$ cat src/rtl/sdsf_pkg.sv
// scanline depth span fill: shared constants, codes and control types
// used by the rtl files of the block other than sdsf_ram; depends on nothing
`default_nettype none

package sdsf_pkg;

  // store geometry
  localparam int MaxWidth = 512;
  localparam int AddrW    = $clog2(MaxWidth);

  // fixed field widths
  localparam int KindW  = 2;
  localparam int ModeW  = 2;
  localparam int LineW  = 10;
  localparam int XW     = 11;
  localparam int DepthW = 16;
  localparam int ColorW = 16;
  localparam int IdxW   = 9;
  localparam int RunW   = 32;

  // signed width for column math, wide enough for the store and for x values
  localparam int CmpW = (($clog2(MaxWidth) + 2) > (XW + 2)) ? ($clog2(MaxWidth) + 2) : (XW + 2);

  // divider step counter
  localparam int DivCntW = $clog2(DepthW);

  // apb port
  localparam int PaddrW = 3;
  localparam int PdataW = 32;

  // register indexes
  localparam logic RegMode  = 1'b0;
  localparam logic RegWidth = 1'b1;

  // reset values of the registers
  localparam logic [ModeW-1:0] ModeReset  = 2'd0;
  localparam logic [LineW-1:0] WidthReset = 10'd320;

  // item kinds
  localparam logic [KindW-1:0] KindSpan  = 2'd0;
  localparam logic [KindW-1:0] KindRead  = 2'd1;
  localparam logic [KindW-1:0] KindClear = 2'd2;

  // render modes
  localparam logic [ModeW-1:0] ModeDepth = 2'd0;
  localparam logic [ModeW-1:0] ModeFlat  = 2'd1;
  localparam logic [ModeW-1:0] ModeWire  = 2'd2;

  // what the loaded word asks for
  typedef enum logic [2:0] {
    ActNone,
    ActRead,
    ActClear,
    ActDepth,
    ActFlat,
    ActWire
  } act_e;

  // controller to datapath
  typedef struct packed {
    logic load;
    logic clr_step;
    logic untouch;
    logic span_init;
    logic div_step;
    logic div_fin;
    logic walk_step;
    logic touch;
    logic wire_r;
    logic wire_l;
    logic rd_capture;
  } cmd_t;

  // datapath to controller
  typedef struct packed {
    act_e act;
    logic clr_last;
    logic div_last;
    logic walk_more;
    logic out_free;
  } stat_t;

endpackage

`default_nettype wire

$ cat src/rtl/sdsf_ctrl.sv
// controller of the span fill block: sequences load, clear sweep, division,
// pixel walk, wire end points and read-back; depends on sdsf_pkg
`default_nettype none

module sdsf_ctrl (
  input  wire logic            clk_i,
  input  wire logic            rst_ni,
  input  wire logic            in_valid_i,
  output logic                 in_ready_o,
  input  wire sdsf_pkg::stat_t stat_i,
  output sdsf_pkg::cmd_t       cmd_o
);
  import sdsf_pkg::*;

  typedef enum logic [3:0] {
    StClear,
    StIdle,
    StDecode,
    StDiv,
    StFin,
    StWalk,
    StWireR,
    StWireL,
    StRead
  } state_e;

  state_e state_q, state_d;

  // next state and commands
  always_comb begin
    state_d    = state_q;
    cmd_o      = '0;
    in_ready_o = 1'b0;
    unique case (state_q)
      StClear: begin
        cmd_o.clr_step = 1'b1;
        if (stat_i.clr_last) begin
          state_d = StIdle;
        end
      end
      StIdle: begin
        in_ready_o = 1'b1;
        if (in_valid_i) begin
          cmd_o.load = 1'b1;
          state_d    = StDecode;
        end
      end
      StDecode: begin
        unique case (stat_i.act)
          ActRead: begin
            state_d = StRead;
          end
          ActClear: begin
            cmd_o.untouch = 1'b1;
            state_d       = StClear;
          end
          ActDepth: begin
            cmd_o.span_init = 1'b1;
            state_d         = StDiv;
          end
          ActFlat: begin
            cmd_o.span_init = 1'b1;
            state_d         = StWalk;
          end
          ActWire: begin
            state_d = StWireR;
          end
          default: begin
            state_d = StIdle;
          end
        endcase
      end
      StDiv: begin
        cmd_o.div_step = 1'b1;
        if (stat_i.div_last) begin
          state_d = StFin;
        end
      end
      StFin: begin
        cmd_o.div_fin = 1'b1;
        state_d       = StWalk;
      end
      StWalk: begin
        if (stat_i.walk_more) begin
          cmd_o.walk_step = 1'b1;
        end else begin
          cmd_o.touch = 1'b1;
          state_d     = StIdle;
        end
      end
      StWireR: begin
        cmd_o.wire_r = 1'b1;
        state_d      = StWireL;
      end
      StWireL: begin
        cmd_o.wire_l = 1'b1;
        state_d      = StIdle;
      end
      StRead: begin
        if (stat_i.out_free) begin
          cmd_o.rd_capture = 1'b1;
          state_d          = StIdle;
        end
      end
      default: begin
        state_d = StIdle;
      end
    endcase
  end

  // state register, reset starts the clearing sweep
  always_ff @(posedge clk_i or negedge rst_ni) begin
    if (!rst_ni) begin
      state_q <= StClear;
    end else begin
      state_q <= state_d;
    end
  end

endmodule

`default_nettype wire

$ cat config.mk
export PLATFORM = sky130hd
export DESIGN_NAME = sdsf_ctrl
export DESIGN_NICKNAME = d
export VERILOG_FILES = /design/src/rtl/sdsf_pkg.sv /design/src/rtl/sdsf_ctrl.sv
export SDC_FILE = /design/constraint.sdc
export NUM_CORES = 1
export LEC_CHECK = 0
export BUFFER_PORTS_ARGS = -buffer_cell sky130_fd_sc_hd__buf_2
export CORE_AREA = 4 4 41 43
export CTS_BUF_LIST = sky130_fd_sc_hd__clkbuf_8
export CTS_CLUSTER_SIZE = 24
export DETAILED_ROUTE_END_ITERATION = 8
export DIE_AREA = 0 0 45 47
export GPL_ROUTABILITY_DRIVEN = 0
export SKIP_LAST_GASP = 1
export SLEW_MARGIN = 20
export SYNTH_ARGS = -nofsm -noshare
export SYNTH_HDL_FRONTEND = slang
export SYNTH_SLANG_ARGS = --single-unit
$ cat constraint.sdc
create_clock -name clk_i -period 2.5 [get_ports clk_i]
set_input_delay 0.25 -clock clk_i [delete_from_list [all_inputs] [get_ports clk_i]]
set_output_delay 0.25 -clock clk_i [all_outputs]
set_load 0.02 [all_outputs]
==> results.toml <==
[run_status]
status = "completed"

[setup_path]
worst_setup_path_start_kind = "flop"
reg2regPathDepth = 3
r2r_slack_ns = 1.15
arrival_ns = 1.53
r2r-start = "state_q[3]$_DFFE_PN0P_"
endpoint_kind = "output pin"
crit_fanout = 14
worstPathRequired_ns = 2.25
critical_path_class = "flop to output pin"
r2r-end = "state_q[2]$_DFFE_PN0P_"

[cells_and_area]
nets = 89
multiInputGateArea_um2 = 320
largest_register_ff_count = 4
stdcell_count = 91
nFillCells = 137
layout-drive-gt1-share = 0.382
antenna_cells = 0
largest_registers = "state_q x4"
regMostFlops = "state_q"
register_area_um2 = 100
design_area_um2 = 611
area_growth_pct = 31.5
utilization = 0.469

[placed_design]
placed_cell_area_um2 = 559
place_hpwl_um = 894
portBuffers = 21
dp_cells = 87
post-place-ws_ns = 0.940

[global_route]
grt_max_degree = 17
grt_util_all_layers = 0.123
grt_pass1_vias = 417
grt_pass1_wl_mm = 1.83
grt_overflow = 0
antenna_found_initial = 0

[cts]
cts_resized = 0
clockBufferDepth = 2
cts_tree = "yes"
h-tree-depth = 1
clk_root_buffer_cell = "clkbuf_8"
cts-buffers-inserted = 3
cts.clk_slew.worst_paths_ns = 0.03
clkLatencyLatePin_ns = 0.21
cts_sinks = 4

[job]
drv_cap = 0

[hold_path]
hold_class = "input port to asynchronous set/reset pin"

[timing]
finalHoldViolCount = 0
clock_skew_ns = 0.000428
rsz0062_at_grt = "false"
setup_violations = 0
tns_ns = 0
slew_headroom = 0.694
finalCritPeriodShare = 0.714
min_period_ns = 1.78
slew_violations = 0
setup_slack_ns = 0.715
max_slew.worst_pin.slew_ns = 0.459
fmax_ghz = 0.560

[synth]
netlist_area_um2 = 464
synth-async-reset-ratio = 1.00
synth_cell_types = 33
synth_cells = 55
synth_seq_area_share = 0.216
ys.flop_type = "dfrtp_1"
synth_edf_count = 0
synth_area_per_cell_um2 = 8.44
yosys_warnings = 0
syn_nets = 66
ys_seq_elements = 4

[detailed_routing]
wirelength_mm = 1.17
vias_per_cell = 5.18
num_vias = 471
dr.first_iter.drc_count = 15
first_pass_iters = 4
wl_per_cell_um = 12.8
drc = 0
final_antenna_net_count = 0

[floorplan]
num_rows = 13
pin_count = 22
die_area_mm2 = 0.00212
start_util = 0.357
core_mm2 = 0.00130
die_w_um = 45
die_y_um = 47

[power_and_ir_drop]
ir_drop_uv = 527
cellLeakagePower_uw = 0.000292
power_density_mw_per_mm2 = 973
==> synthesized netlist by cell type (2+ instances only) <==
| library cell | instances | area, µm² |
|---|---|---|
| a21oi_1 | 2 | 10.0 |
| nand2_1 | 2 | 7.51 |
| nor4_1 | 2 | 12.5 |
| nor3_1 | 4 | 20.0 |
| nor4b_2 | 2 | 30.0 |
| dfrtp_1 | 4 | 100 |
| or3b_1 | 2 | 17.5 |
| inv_1 | 4 | 15.0 |
| mux2i_1 | 2 | 20.0 |
| buf_2 | 2 | 10.0 |
| nor2_1 | 4 | 15.0 |
| nand2b_1 | 4 | 25.0 |
==> per-stage QoR <==
stage	total power (µW)	hold slack (ns)
floorplan	402	-0.0456
global placement	464	0.0570
detailed placement	465	0.0576
CTS	600	0.369
global route	647	0.417
finish	594	0.396
==> final cells by class <==
type | count | area share
Clock buffer | 3 | 0.0676
Multi-Input combinational cell | 43 | 0.525
Tap cell | 15 | 0.0307
Timing Repair Buffer | 22 | 0.189
Sequential cell | 4 | 0.164
Inverter | 4 | 0.0246
==> per-layer routing <==
layer,vias to the layer above,global-route usage,wire (µm)
li1,250,-,-
met1,208,0.165,521
met2,13,0.169,562
met3,0,0.0421,85
met4,0,0.0702,0
met5,-,0,0
==> how the worst max path moves through the flow <==
| stage | cells after the start | startpoint | endpoint |
|---|---|---|---|
| 2_1_floorplan | 2 | state_q[1]$_DFFE_PN0P_ | cmd_o[3] |
| 3_3_place_gp | 3 | state_q[3]$_DFFE_PN0P_ | cmd_o[4] |
| 3_5_place_dp | 3 | state_q[3]$_DFFE_PN0P_ | cmd_o[3] |
| 4_1_cts | 3 | state_q[3]$_DFFE_PN0P_ | cmd_o[3] |
| 5_1_grt | 3 | state_q[2]$_DFFE_PN0P_ | cmd_o[3] |
| 6_report | 3 | state_q[3]$_DFFE_PN0P_ | cmd_o[4] |
==> where the power goes <==
part,leakage (µW),switching (µW),internal [µW]
sequential,0.0000508,84.9,86.9
combinational,0.000220,154,138
clock,0.0000216,27.9,102
==> layout by cell type (no fill, tap or decap), types with 2 or more instances in the layout <==
| cell | netlist | layout |
|---|---|---|
| a21oi_1 | 2 | 2 |
| buf_2 | 2 | 21 |
| clkbuf_8 | 0 | 3 |
| dfrtp_1 | 4 | 4 |
| inv_1 | 4 | 4 |
| mux2i_1 | 2 | 2 |
| nand2_1 | 2 | 2 |
| nand2b_1 | 4 | 4 |
| nor2_1 | 4 | 4 |
| nor3_1 | 4 | 4 |
| nor4_1 | 2 | 2 |
| nor4b_2 | 2 | 2 |
| or3b_1 | 2 | 2 |
==> kinds of logic (layout without fill, tap and decap cells) <==
logic type	Yosys count	in the layout	share of synthesized area
AOI/OAI and AO/OA	11	11	0.181
and+or+nand+nor	28	28	0.421
adders and majority gates	1	1	0.0269
DFF	4	4	0.216
muxes	2	2	0.0431
buffers and inverters	8	29	0.0943
xor gates and xnor gates	1	1	0.0189
==> worst max-delay path: stages (launching register included) <==
cell and delay, ns:
dfrtp_1 0.52, nand2b_1 0.30, nor4b_2 0.28, buf_2 0.22
==> what timing repair did <==
item / 4_1_cts / 5_1_grt
hold buffers: 1 / 0
buffers inserted: 0 / 0
hold endpoints to repair: 4 / 0
(Power assumes the default switching activity.)
